[config.mk]
export PLATFORM = sky130hd
export DESIGN_NAME = write_gather_burst_buffer
export DESIGN_NICKNAME = d
export VERILOG_FILES = /design/src/design/wgb_pkg.sv /design/src/design/write_gather_burst_buffer.sv /design/src/design/wgb_byte_store.sv /design/src/design/wgb_cmd_queue.sv /design/src/design/wgb_front.sv /design/src/design/wgb_back.sv
export SDC_FILE = /design/constraint.sdc
export NUM_CORES = 1
export LEC_CHECK = 0
export BUFFER_PORTS_ARGS = -buffer_cell sky130_fd_sc_hd__buf_4
export CORE_ASPECT_RATIO = 1.25
export CORE_MARGIN = 2
export CORE_UTILIZATION = 45
export DETAILED_ROUTE_END_ITERATION = 8
export MAX_ROUTING_LAYER = met4
export PLACE_DENSITY = 0.67
export SLEW_MARGIN = 0
export SYNTH_ARGS = -nofsm -noshare
export SYNTH_HDL_FRONTEND = slang
export SYNTH_SLANG_ARGS = --single-unit
[constraint.sdc]
create_clock -name clk -period 3.9 [get_ports clk]
set_clock_uncertainty 0.2 [all_clocks]
set_input_delay 0.585 -clock clk [delete_from_list [all_inputs] [get_ports clk]]
set_output_delay 0.585 -clock clk [all_outputs]
set_load 0.01 [all_outputs]
[src/design/wgb_pkg.sv]
`default_nettype none
// ----------------------------------------------------------------------------
// wgb_pkg
// Shared constants and types of the write-gather burst buffer.
// ----------------------------------------------------------------------------
package wgb_pkg;

    localparam int DEFAULT_BUFFER_BYTES = 128;
    localparam int LANES                = 8;
    localparam int BURST_BYTES          = 32;
    localparam int BEATS_PER_BURST      = 4;
    localparam int BEAT_W               = 2;
    localparam int FILL_W               = 6;
    localparam int LEFT_W               = 5;
    localparam int CMD_DEPTH            = 2;
    localparam int PADDR_W              = 3;
    localparam int S_TDATA_W            = 64;
    localparam int S_TUSER_W            = 2;
    localparam int M_TDATA_W            = 104;

    localparam logic [31:0] ADDR_ALIGN_MASK    = 32'hFFFF_FFE0;
    localparam logic [0:0]  REG_GATHER_ADDRESS = 1'b0;

    typedef enum logic [1:0] {
        SIZE_BYTE   = 2'd0,
        SIZE_HALF   = 2'd1,
        SIZE_WORD   = 2'd2,
        SIZE_DOUBLE = 2'd3
    } store_size_t;

    typedef struct packed {
        logic [LEFT_W-1:0] bytes_left;
    } cmd_t;

    typedef struct packed {
        logic full;
        logic empty;
    } queue_status_t;

endpackage
`default_nettype wire

[src/design/write_gather_burst_buffer.sv]
`default_nettype none
// ----------------------------------------------------------------------------
// write_gather_burst_buffer
// Write-gather pipe: CPU stores of 1, 2, 4 or 8 bytes enter the slave stream
// one word per cycle and are appended big-endian to a circular byte buffer.
// Once a store leaves 32 or more bytes held, 32 bytes leave on the master
// stream as four 64-bit beats tagged with the gather address (low five bits
// cleared); tlast marks the fourth beat, bytes_left the bytes still held.
// Throughput, unless stalled: one store per cycle; beats leave at one per
// cycle, one buffer row read per beat from the lane-split byte store.
// Path: a burst's command passes the command queue, the beat issuer, the row
// read stage and the output register, and its four beats leave in order.
// Stall: while m_tready is low the output word holds; queued bursts wait and
// s_tready drops when the command queue is full or the buffer lacks room
// for another doubleword. The gather address is written over APB at byte
// address 0. Reset empties the buffer and clears the address; the byte store
// needs no clearing pass, s_tready is high right after reset.
// ----------------------------------------------------------------------------
module write_gather_burst_buffer #(
    parameter int BUFFER_BYTES = wgb_pkg::DEFAULT_BUFFER_BYTES
) (
    input  wire logic                          clk,
    input  wire logic                          rst_n,
    input  wire logic                          psel,
    input  wire logic                          penable,
    input  wire logic                          pwrite,
    input  wire logic [wgb_pkg::PADDR_W-1:0]   paddr,
    input  wire logic [31:0]                   pwdata,
    output      logic [31:0]                   prdata,
    output      logic                          pready,
    input  wire logic                          s_tvalid,
    output      logic                          s_tready,
    // [63:0] write_data
    input  wire logic [wgb_pkg::S_TDATA_W-1:0] s_tdata,
    // [1:0] func
    input  wire logic [wgb_pkg::S_TUSER_W-1:0] s_tuser,
    output      logic                          m_tvalid,
    input  wire logic                          m_tready,
    // [31:0] burst_address, [95:32] beat_data, [100:96] bytes_left, [103:101] zero
    output      logic [wgb_pkg::M_TDATA_W-1:0] m_tdata,
    output      logic                          m_tlast
);

    localparam int ROWS  = BUFFER_BYTES / wgb_pkg::LANES;
    localparam int ROW_W = $clog2(ROWS);

    logic [31:0] gather_address_reg, gather_address_next;
    logic        cfg_write;

    logic [wgb_pkg::LANES-1:0] wr_en;
    logic [ROW_W-1:0]          wr_row  [wgb_pkg::LANES];
    logic [7:0]                wr_data [wgb_pkg::LANES];
    logic                      rd_en;
    logic [ROW_W-1:0]          rd_row;
    logic [7:0]                rd_data [wgb_pkg::LANES];

    wgb_pkg::queue_status_t    q_status;
    wgb_pkg::cmd_t             push_cmd;
    wgb_pkg::cmd_t             pop_cmd;
    logic                      push;
    logic                      pop;

    logic [31:0]               burst_address;
    logic [63:0]               beat_data;
    logic [wgb_pkg::LEFT_W-1:0] bytes_left;

    assign pready    = 1'b1;
    assign cfg_write = psel && penable && pwrite && pready
                    && (paddr[2] == wgb_pkg::REG_GATHER_ADDRESS);
    assign gather_address_next = cfg_write ? pwdata : gather_address_reg;
    assign prdata    = (paddr[2] == wgb_pkg::REG_GATHER_ADDRESS) ? gather_address_reg : '0;

    always_ff @(posedge clk or negedge rst_n)
    begin
        if (!rst_n)
        begin
            gather_address_reg <= '0;
        end
        else
        begin
            gather_address_reg <= gather_address_next;
        end
    end

    wgb_front #(
        .BUFFER_BYTES (BUFFER_BYTES)
    ) u_front (
        .clk        (clk),
        .rst_n      (rst_n),
        .in_valid   (s_tvalid),
        .in_ready   (s_tready),
        .func       (s_tuser),
        .write_data (s_tdata),
        .wr_en      (wr_en),
        .wr_row     (wr_row),
        .wr_data    (wr_data),
        .beat_read  (rd_en),
        .q_status   (q_status),
        .push       (push),
        .push_cmd   (push_cmd)
    );

    wgb_byte_store #(
        .BUFFER_BYTES (BUFFER_BYTES)
    ) u_store (
        .clk     (clk),
        .wr_en   (wr_en),
        .wr_row  (wr_row),
        .wr_data (wr_data),
        .rd_en   (rd_en),
        .rd_row  (rd_row),
        .rd_data (rd_data)
    );

    wgb_cmd_queue u_queue (
        .clk      (clk),
        .rst_n    (rst_n),
        .push     (push),
        .push_cmd (push_cmd),
        .pop      (pop),
        .pop_cmd  (pop_cmd),
        .status   (q_status)
    );

    wgb_back #(
        .BUFFER_BYTES (BUFFER_BYTES)
    ) u_back (
        .clk            (clk),
        .rst_n          (rst_n),
        .q_status       (q_status),
        .pop_cmd        (pop_cmd),
        .pop            (pop),
        .rd_en          (rd_en),
        .rd_row         (rd_row),
        .rd_data        (rd_data),
        .gather_address (gather_address_reg),
        .out_valid      (m_tvalid),
        .out_ready      (m_tready),
        .burst_address  (burst_address),
        .beat_data      (beat_data),
        .last_beat      (m_tlast),
        .bytes_left     (bytes_left)
    );

    assign m_tdata = {3'b000, bytes_left, beat_data, burst_address};

endmodule
`default_nettype wire

[src/design/wgb_byte_store.sv]
`default_nettype none
// ----------------------------------------------------------------------------
// wgb_byte_store
// Byte buffer split into eight byte lanes, one write port per lane and a
// common registered row read.
// ----------------------------------------------------------------------------
module wgb_byte_store #(
    parameter int BUFFER_BYTES = wgb_pkg::DEFAULT_BUFFER_BYTES,
    localparam int ROWS  = BUFFER_BYTES / wgb_pkg::LANES,
    localparam int ROW_W = $clog2(ROWS)
) (
    input  wire logic                     clk,
    input  wire logic [wgb_pkg::LANES-1:0] wr_en,
    input  wire logic [ROW_W-1:0]         wr_row  [wgb_pkg::LANES],
    input  wire logic [7:0]               wr_data [wgb_pkg::LANES],
    input  wire logic                     rd_en,
    input  wire logic [ROW_W-1:0]         rd_row,
    output      logic [7:0]               rd_data [wgb_pkg::LANES]
);

    logic [7:0] byte_mem    [wgb_pkg::LANES][ROWS];
    logic [7:0] rd_data_reg [wgb_pkg::LANES];

    always_ff @(posedge clk)
    begin
        for (int l = 0; l < wgb_pkg::LANES; l++)
        begin
            if (wr_en[l])
            begin
                byte_mem[l][wr_row[l]] <= wr_data[l];
            end
            if (rd_en)
            begin
                rd_data_reg[l] <= byte_mem[l][rd_row];
            end
        end
    end

    assign rd_data = rd_data_reg;

endmodule
`default_nettype wire

[src/design/wgb_cmd_queue.sv]
`default_nettype none
// ----------------------------------------------------------------------------
// wgb_cmd_queue
// Short queue of burst commands between the store front and the beat back.
// ----------------------------------------------------------------------------
module wgb_cmd_queue (
    input  wire logic                   clk,
    input  wire logic                   rst_n,
    input  wire logic                   push,
    input  wire wgb_pkg::cmd_t          push_cmd,
    input  wire logic                   pop,
    output      wgb_pkg::cmd_t          pop_cmd,
    output      wgb_pkg::queue_status_t status
);

    localparam int DEPTH = wgb_pkg::CMD_DEPTH;
    localparam int PTR_W = $clog2(DEPTH);
    localparam int CNT_W = $clog2(DEPTH + 1);

    wgb_pkg::cmd_t    slot_reg [DEPTH];
    logic [PTR_W-1:0] wr_ptr_reg, wr_ptr_next;
    logic [PTR_W-1:0] rd_ptr_reg, rd_ptr_next;
    logic [CNT_W-1:0] count_reg, count_next;

    always_comb
    begin
        wr_ptr_next = push ? wr_ptr_reg + 1'b1 : wr_ptr_reg;
        rd_ptr_next = pop ? rd_ptr_reg + 1'b1 : rd_ptr_reg;
        count_next  = count_reg + CNT_W'(push) - CNT_W'(pop);
    end

    always_ff @(posedge clk or negedge rst_n)
    begin
        if (!rst_n)
        begin
            wr_ptr_reg <= '0;
            rd_ptr_reg <= '0;
            count_reg  <= '0;
        end
        else
        begin
            wr_ptr_reg <= wr_ptr_next;
            rd_ptr_reg <= rd_ptr_next;
            count_reg  <= count_next;
        end
    end

    always_ff @(posedge clk)
    begin
        if (push)
        begin
            slot_reg[wr_ptr_reg] <= push_cmd;
        end
    end

    assign pop_cmd      = slot_reg[rd_ptr_reg];
    assign status.full  = (count_reg == CNT_W'(DEPTH));
    assign status.empty = (count_reg == '0);

endmodule
`default_nettype wire

[src/design/wgb_front.sv]
`default_nettype none
// ----------------------------------------------------------------------------
// wgb_front
// Takes stores, scatters their bytes over the lanes big-endian, tracks the
// gather fill level and queues a burst command when 32 bytes are held.
// ----------------------------------------------------------------------------
module wgb_front #(
    parameter int BUFFER_BYTES = wgb_pkg::DEFAULT_BUFFER_BYTES,
    localparam int ROWS  = BUFFER_BYTES / wgb_pkg::LANES,
    localparam int ROW_W = $clog2(ROWS),
    localparam int OCC_W = $clog2(BUFFER_BYTES + 1)
) (
    input  wire logic                     clk,
    input  wire logic                     rst_n,
    input  wire logic                     in_valid,
    output      logic                     in_ready,
    input  wire logic [1:0]               func,
    input  wire logic [63:0]              write_data,
    output      logic [wgb_pkg::LANES-1:0] wr_en,
    output      logic [ROW_W-1:0]         wr_row  [wgb_pkg::LANES],
    output      logic [7:0]               wr_data [wgb_pkg::LANES],
    input  wire logic                     beat_read,
    input  wire wgb_pkg::queue_status_t   q_status,
    output      logic                     push,
    output      wgb_pkg::cmd_t            push_cmd
);

    localparam int FILL_W = wgb_pkg::FILL_W;

    logic [2:0]        wr_lane_reg, wr_lane_next;
    logic [ROW_W-1:0]  wr_row_reg, wr_row_next;
    logic [FILL_W-1:0] fill_reg, fill_next;
    logic [OCC_W-1:0]  occ_reg, occ_next;

    logic              accept;
    logic [3:0]        nbytes;
    logic [3:0]        lane_sum;
    logic [ROW_W-1:0]  row_inc;
    logic [FILL_W-1:0] fill_sum;
    logic              burst;
    logic [2:0]        lane_k [wgb_pkg::LANES];
    logic [2:0]        lane_j [wgb_pkg::LANES];

    always_comb
    begin
        unique case (func)
            wgb_pkg::SIZE_BYTE:   nbytes = 4'd1;
            wgb_pkg::SIZE_HALF:   nbytes = 4'd2;
            wgb_pkg::SIZE_WORD:   nbytes = 4'd4;
            wgb_pkg::SIZE_DOUBLE: nbytes = 4'd8;
            default:              nbytes = 4'd1;
        endcase
    end

    // keep room for a full doubleword behind the oldest unread beat
    assign in_ready = (occ_reg <= OCC_W'(BUFFER_BYTES - wgb_pkg::LANES)) && !q_status.full;
    assign accept   = in_valid && in_ready;
    assign row_inc  = (wr_row_reg == ROW_W'(ROWS - 1)) ? '0 : wr_row_reg + 1'b1;
    assign lane_sum = {1'b0, wr_lane_reg} + nbytes;

    always_comb
    begin
        for (int l = 0; l < wgb_pkg::LANES; l++)
        begin
            // k: byte order within the store, j: byte index within write_data
            lane_k[l]  = 3'(l) - wr_lane_reg;
            lane_j[l]  = 3'(nbytes - 4'd1) - lane_k[l];
            wr_en[l]   = accept && ({1'b0, lane_k[l]} < nbytes);
            wr_row[l]  = (3'(l) < wr_lane_reg) ? row_inc : wr_row_reg;
            wr_data[l] = write_data[{lane_j[l], 3'b000} +: 8];
        end
    end

    assign fill_sum            = fill_reg + FILL_W'(nbytes);
    assign burst               = (fill_sum >= FILL_W'(wgb_pkg::BURST_BYTES));
    assign push                = accept && burst;
    assign push_cmd.bytes_left = wgb_pkg::LEFT_W'(fill_sum - FILL_W'(wgb_pkg::BURST_BYTES));

    always_comb
    begin
        wr_lane_next = wr_lane_reg;
        wr_row_next  = wr_row_reg;
        fill_next    = fill_reg;
        if (accept)
        begin
            wr_lane_next = lane_sum[2:0];
            if (lane_sum[3])
            begin
                wr_row_next = row_inc;
            end
            fill_next = burst ? fill_sum - FILL_W'(wgb_pkg::BURST_BYTES) : fill_sum;
        end
        occ_next = occ_reg
                 + (accept ? OCC_W'(nbytes) : '0)
                 - (beat_read ? OCC_W'(wgb_pkg::LANES) : '0);
    end

    always_ff @(posedge clk or negedge rst_n)
    begin
        if (!rst_n)
        begin
            wr_lane_reg <= '0;
            wr_row_reg  <= '0;
            fill_reg    <= '0;
            occ_reg     <= '0;
        end
        else
        begin
            wr_lane_reg <= wr_lane_next;
            wr_row_reg  <= wr_row_next;
            fill_reg    <= fill_next;
            occ_reg     <= occ_next;
        end
    end

    a_read_has_bytes: assert property (@(posedge clk) disable iff (!rst_n)
        beat_read |-> occ_reg >= OCC_W'(wgb_pkg::LANES))
        else $error("beat read with fewer than eight bytes held");

    a_occ_bound: assert property (@(posedge clk) disable iff (!rst_n)
        occ_reg <= OCC_W'(BUFFER_BYTES))
        else $error("byte buffer overrun");

    a_fill_bound: assert property (@(posedge clk) disable iff (!rst_n)
        fill_reg < FILL_W'(wgb_pkg::BURST_BYTES))
        else $error("fill level left at a full burst");

    a_fill_in_occ: assert property (@(posedge clk) disable iff (!rst_n)
        OCC_W'(fill_reg) <= occ_reg)
        else $error("gather fill exceeds bytes held in the buffer");

endmodule
`default_nettype wire

[src/design/wgb_back.sv]
`default_nettype none
// ----------------------------------------------------------------------------
// wgb_back
// Pops burst commands and reads four rows per burst, one beat a cycle
// while out_ready allows, through a read stage and an output register.
// ----------------------------------------------------------------------------
module wgb_back #(
    parameter int BUFFER_BYTES = wgb_pkg::DEFAULT_BUFFER_BYTES,
    localparam int ROWS  = BUFFER_BYTES / wgb_pkg::LANES,
    localparam int ROW_W = $clog2(ROWS)
) (
    input  wire logic                        clk,
    input  wire logic                        rst_n,
    input  wire wgb_pkg::queue_status_t      q_status,
    input  wire wgb_pkg::cmd_t               pop_cmd,
    output      logic                        pop,
    output      logic                        rd_en,
    output      logic [ROW_W-1:0]            rd_row,
    input  wire logic [7:0]                  rd_data [wgb_pkg::LANES],
    input  wire logic [31:0]                 gather_address,
    output      logic                        out_valid,
    input  wire logic                        out_ready,
    output      logic [31:0]                 burst_address,
    output      logic [63:0]                 beat_data,
    output      logic                        last_beat,
    output      logic [wgb_pkg::LEFT_W-1:0]  bytes_left
);

    localparam int BEAT_W = wgb_pkg::BEAT_W;
    localparam int LEFT_W = wgb_pkg::LEFT_W;

    logic              active_reg, active_next;
    logic [BEAT_W-1:0] beat_reg, beat_next;
    logic [LEFT_W-1:0] left_reg;
    logic [ROW_W-1:0]  rd_row_reg, rd_row_next;
    logic              s1_valid_reg, s1_valid_next;
    logic              s1_last_reg;
    logic [LEFT_W-1:0] s1_left_reg;
    logic              out_valid_reg, out_valid_next;
    logic [31:0]       out_addr_reg;
    logic [63:0]       out_data_reg;
    logic              out_last_reg;
    logic [LEFT_W-1:0] out_left_reg;

    logic s1_move;
    logic issue;
    logic final_beat;

    assign s1_move    = s1_valid_reg && (!out_valid_reg || out_ready);
    assign issue      = active_reg && (!s1_valid_reg || s1_move);
    assign final_beat = (beat_reg == BEAT_W'(wgb_pkg::BEATS_PER_BURST - 1));
    assign pop        = !q_status.empty && (!active_reg || (issue && final_beat));

    always_comb
    begin
        active_next    = pop ? 1'b1 : ((issue && final_beat) ? 1'b0 : active_reg);
        beat_next      = issue ? beat_reg + 1'b1 : beat_reg;
        rd_row_next    = rd_row_reg;
        if (issue)
        begin
            rd_row_next = (rd_row_reg == ROW_W'(ROWS - 1)) ? '0 : rd_row_reg + 1'b1;
        end
        s1_valid_next  = issue ? 1'b1 : (s1_move ? 1'b0 : s1_valid_reg);
        out_valid_next = s1_move ? 1'b1 : (out_ready ? 1'b0 : out_valid_reg);
    end

    always_ff @(posedge clk or negedge rst_n)
    begin
        if (!rst_n)
        begin
            active_reg    <= 1'b0;
            beat_reg      <= '0;
            rd_row_reg    <= '0;
            s1_valid_reg  <= 1'b0;
            out_valid_reg <= 1'b0;
        end
        else
        begin
            active_reg    <= active_next;
            beat_reg      <= beat_next;
            rd_row_reg    <= rd_row_next;
            s1_valid_reg  <= s1_valid_next;
            out_valid_reg <= out_valid_next;
        end
    end

    always_ff @(posedge clk)
    begin
        if (pop)
        begin
            left_reg <= pop_cmd.bytes_left;
        end
        if (issue)
        begin
            s1_last_reg <= final_beat;
            s1_left_reg <= left_reg;
        end
        if (s1_move)
        begin
            out_addr_reg <= gather_address & wgb_pkg::ADDR_ALIGN_MASK;
            out_last_reg <= s1_last_reg;
            out_left_reg <= s1_left_reg;
            // lane 0 holds the earliest byte of the row
            for (int l = 0; l < wgb_pkg::LANES; l++)
            begin
                out_data_reg[(wgb_pkg::LANES - 1 - l) * 8 +: 8] <= rd_data[l];
            end
        end
    end

    assign rd_en         = issue;
    assign rd_row        = rd_row_reg;
    assign out_valid     = out_valid_reg;
    assign burst_address = out_addr_reg;
    assign beat_data     = out_data_reg;
    assign last_beat     = out_last_reg;
    assign bytes_left    = out_left_reg;

endmodule
`default_nettype wire

==> impl_metrics.tcl <==
set metrics [dict create \
    postRouteAntennaNets 0 \
    cp_common_cell "ha_1" \
    crit_chain "inv_1 > ha_1 > nand3_1 > a22o_4 > nor2_1 > buf_4 > nand2_1 > ha_1 > inv_1 > ha_1 > a21oi_1 > o21ai_1 > or4_1 > nand4_1" \
    crit_family "simple AND/OR/NAND/NOR gates" \
    critPathMaxFanout 19 \
    first_global_vias 27900 \
    core-area_sq_um 115000 \
    area_delta_synth_final_pct 17.4 \
    finalSetupViolCount 0 \
    finalSetupTns_ns 0 \
    leakage_nw 20.9 \
    final_nets 3239 \
    crit_path_end "u_front.occ_reg[7]" \
    route.detailed.drc 0 \
    place_congestion 0.868 \
    crit_arrival_ns 4.13 \
    r2r_start "u_front.occ_reg[7]" \
    rsz0062_at_grt "false" \
    seqCellArea_sq_um 37900 \
    slew_viol_final 0 \
    drt-total-wl_mm 118 \
    portBuffers 236 \
    ys_warn_count 0 \
    cpMaxStageDelayCell "or4_1" \
    hold_path.class "reg2reg" \
    drtIter0Drc 2386 \
    crit_buf_inv 3 \
    htreeDepth 3 \
    max_stage_delay_ns 0.43 \
    start_util_pct 45.4 \
    worst-path-stages 14 \
    slew_headroom_pct 30.3 \
    ys_seq_area_share_pct 72.4 \
    cts_tree "built" \
    irDropWorstVdd_v 0.00105 \
    seqPwrFrac_pct 41.2 \
    dr_total_vias 26600 \
    start_kind "flip-flop" \
    p_switching_mw 18.6 \
    cts.sinks 1272 \
    post_route_cells_drive_above_1_share_pct 33.7 \
    finalCritPeriodShare_pct 94.0 \
    internal_power_mw 35.7 \
    antenna_found_initial 4 \
    syn_inst 2634 \
    rows 139 \
    holdWs_ns 0.215 \
    grt_usage_pct 20.6 \
    detail_route.wl_per_cell_um 24.9 \
    cts.clk_slew.worst_paths_ns 0.06 \
    crit_start "u_front.occ_reg[7]" \
    grt_pass1_wl_mm 176 \
    die-area_sq_um 119000 \
    die_w_um 309 \
    clockRootBuffer "clkbuf_16" \
    hpwl_mm 80.5 \
    run_status "completed" \
    postSynth.asyncResetShare_pct 5.19 \
    clockBufferDepth 3 \
    vias_per_cell 5.62 \
    pwr-share-comb_pct 37.0 \
    n_fill_cell 9013 \
    multi_input_area_sq_um 13700 \
    synth_cell_types 63 \
    clk_latency_ns 0.76 \
    r2r_end "u_front.occ_reg[7]" \
    largest_reg_flops 1024 \
    ios 248 \
    synth_top_cell_by_area "edfxtp_1" \
    worst_ep_required_time_ns 4.36 \
    synth_ff_type "edfxtp_1" \
    hold_violations 0 \
    maxCapViolations 0 \
    dr.pass1.iters 8 \
    switching_share_pct 34.3 \
    r2r_slack_ns 0.23 \
    fin_crit_ns 3.67 \
    power_density_nw_per_um2 884 \
    avgSynthCellArea_sq_um 19.9 \
    cts_buffers 119 \
    end_kind "flip-flop" \
    post_cts_buffers 0 \
    reg2reg_depth 14 \
    path_class "reg2reg" \
    synth-edff-count 1206 \
    max_freq_ghz 0.273 \
    tightest_slew_ns 1.04 \
    synth_area_leaders "edfxtp_1, mux4_2, dfrtp_1" \
    synth_area_sq_um 52300 \
    grt-ovfl-total 0 \
    die_y_um 385 \
    clockPowerShare_pct 21.9 \
    synth.ff_latch_count 1272 \
    yosys.area.top_type_share_pct 69.2 \
    grt_max_degree 67 \
]
==> cell usage after synthesis, drive strengths merged (4+ instances only) <==
master	count
edfxtp	1206
mux4	320
nor2	110
mux2	103
nor2b	101
a21oi	87
mux2i	86
buf	77
nand2	71
clkbuf	70
dfrtp	66
a211oi	64
nor3	47
ha	42
inv	40
xnor2	20
o21ai	16
nand4	10
a22oi	9
and2	8
fa	8
nand2b	8
a21o	7
nand3	7
nor4	6
xor2	6
o21a	5
and3	4
==> how the worst min path moves through the flow <==
stage	startpoint	end	depth (start not counted)
after floorplan	rst_n	gather_address_reg[0]	0
after detailed placement	u_store.rd_data[46]	u_back.beat_data[46]	0
final	u_store.rd_data[1]	u_back.beat_data[1]	0
after CTS	s_tuser[0]	u_front.occ_reg[0]	4
after global routing	u_store.rd_data[1]	u_back.beat_data[1]	0
after global placement	u_store.rd_data[39]	u_back.beat_data[39]	0
==> per-stage QoR <==
stage	instances	setup WS, ns	power (mW)	util, %	instance area, sq um
floorplan	2641	0.00748	35.2	-	52400
global placement	4477	0.100	41.9	49.5	57000
detailed placement	4477	0.0447	42.8	49.5	57000
CTS	4737	0.113	54.8	53.3	61400
global route	4739	0.000368	56.7	53.4	61400
finish	4739	0.233	54.3	53.4	61400
==> cell usage in the layout (no fill, tap or decap), types with 5 or more instances in the layout <==
cell           netlist  routed
edfxtp_1          1206    1206
buf_4               12     419
mux4_2             320     320
clkbuf_16            0     119
nor2_1             110     110
nor2b_1            101     101
a21oi_1             87      87
mux2i_1             86      86
mux2_2              83      83
nand2_1             70      69
a211oi_1            64      64
dfrtp_1             66      62
nor3_1              43      43
ha_1                42      40
inv_1               38      37
dlygate4sd3_1        0      34
clkinv_2             0      25
clkinv_1             0      24
mux2_4              20      20
clkbuf_1            69      18
bufinv_16            0      16
o21ai_0             15      13
buf_12               0      13
xnor2_1             12      12
nand4_1             10      10
clkinvlp_4           0      10
a22oi_1              9       9
conb_1               2       9
xnor2_2              8       8
nand2b_1             8       8
fa_1                 8       8
nand3_1              7       7
a21o_1               7       7
and2_1               8       7
xor2_1               6       6
o21a_1               5       5
==> power by group through the flow <==
| stage | Clock [mW] | Sequential, mW | Combinational (mW) |
|---|---|---|---|
| after floorplan | 0 | 22.2 | 13.0 |
| after global placement | 0 | 22.6 | 19.4 |
| after detailed placement | 0 | 22.7 | 20.1 |
| after CTS | 12.1 | 22.4 | 20.2 |
| after global routing | 12.7 | 22.5 | 21.6 |
| final | 11.9 | 22.3 | 20.1 |
==> layer usage <==
layer	global-route usage (%)	routed length [um]	vias to the layer above
met4	6.46	3030	0
met5	-	0	-
met1	25.3	46200	14000
li1	-	-	11600
met3	2.73	6370	189
met2	35.6	62400	873
==> kinds of logic after synthesis <==
family                     share of synthesized area [%]
muxes                                               17.8
AOI/OAI and AO/OA                                   2.56
other                                             0.0144
and+or+nand+nor                                     3.70
xor gates and xnor gates                           0.550
buffers and inverters                               1.69
DFF                                                 72.4
adders and majority gates                           1.31
==> cell type report <==
| cell class | count | area share [%] |
|---|---|---|
| antenna | 2 | 0.00815 |
| tap | 1551 | 3.16 |
| timing repair buffer | 466 | 6.10 |
| multi-input combinational | 1182 | 22.2 |
| sequential | 1272 | 61.7 |
| clock buffer | 138 | 4.98 |
| inverter | 40 | 0.251 |
| clock inverter | 88 | 1.61 |
==> timing repair <==
action                                  in CTS  in global routing
endpoints found under the hold margin      100                  0
hold buffers                                34                  0
resized for setup                            0                  3
endpoints found under the setup margin       0                 26
(Power assumes the default switching activity.)
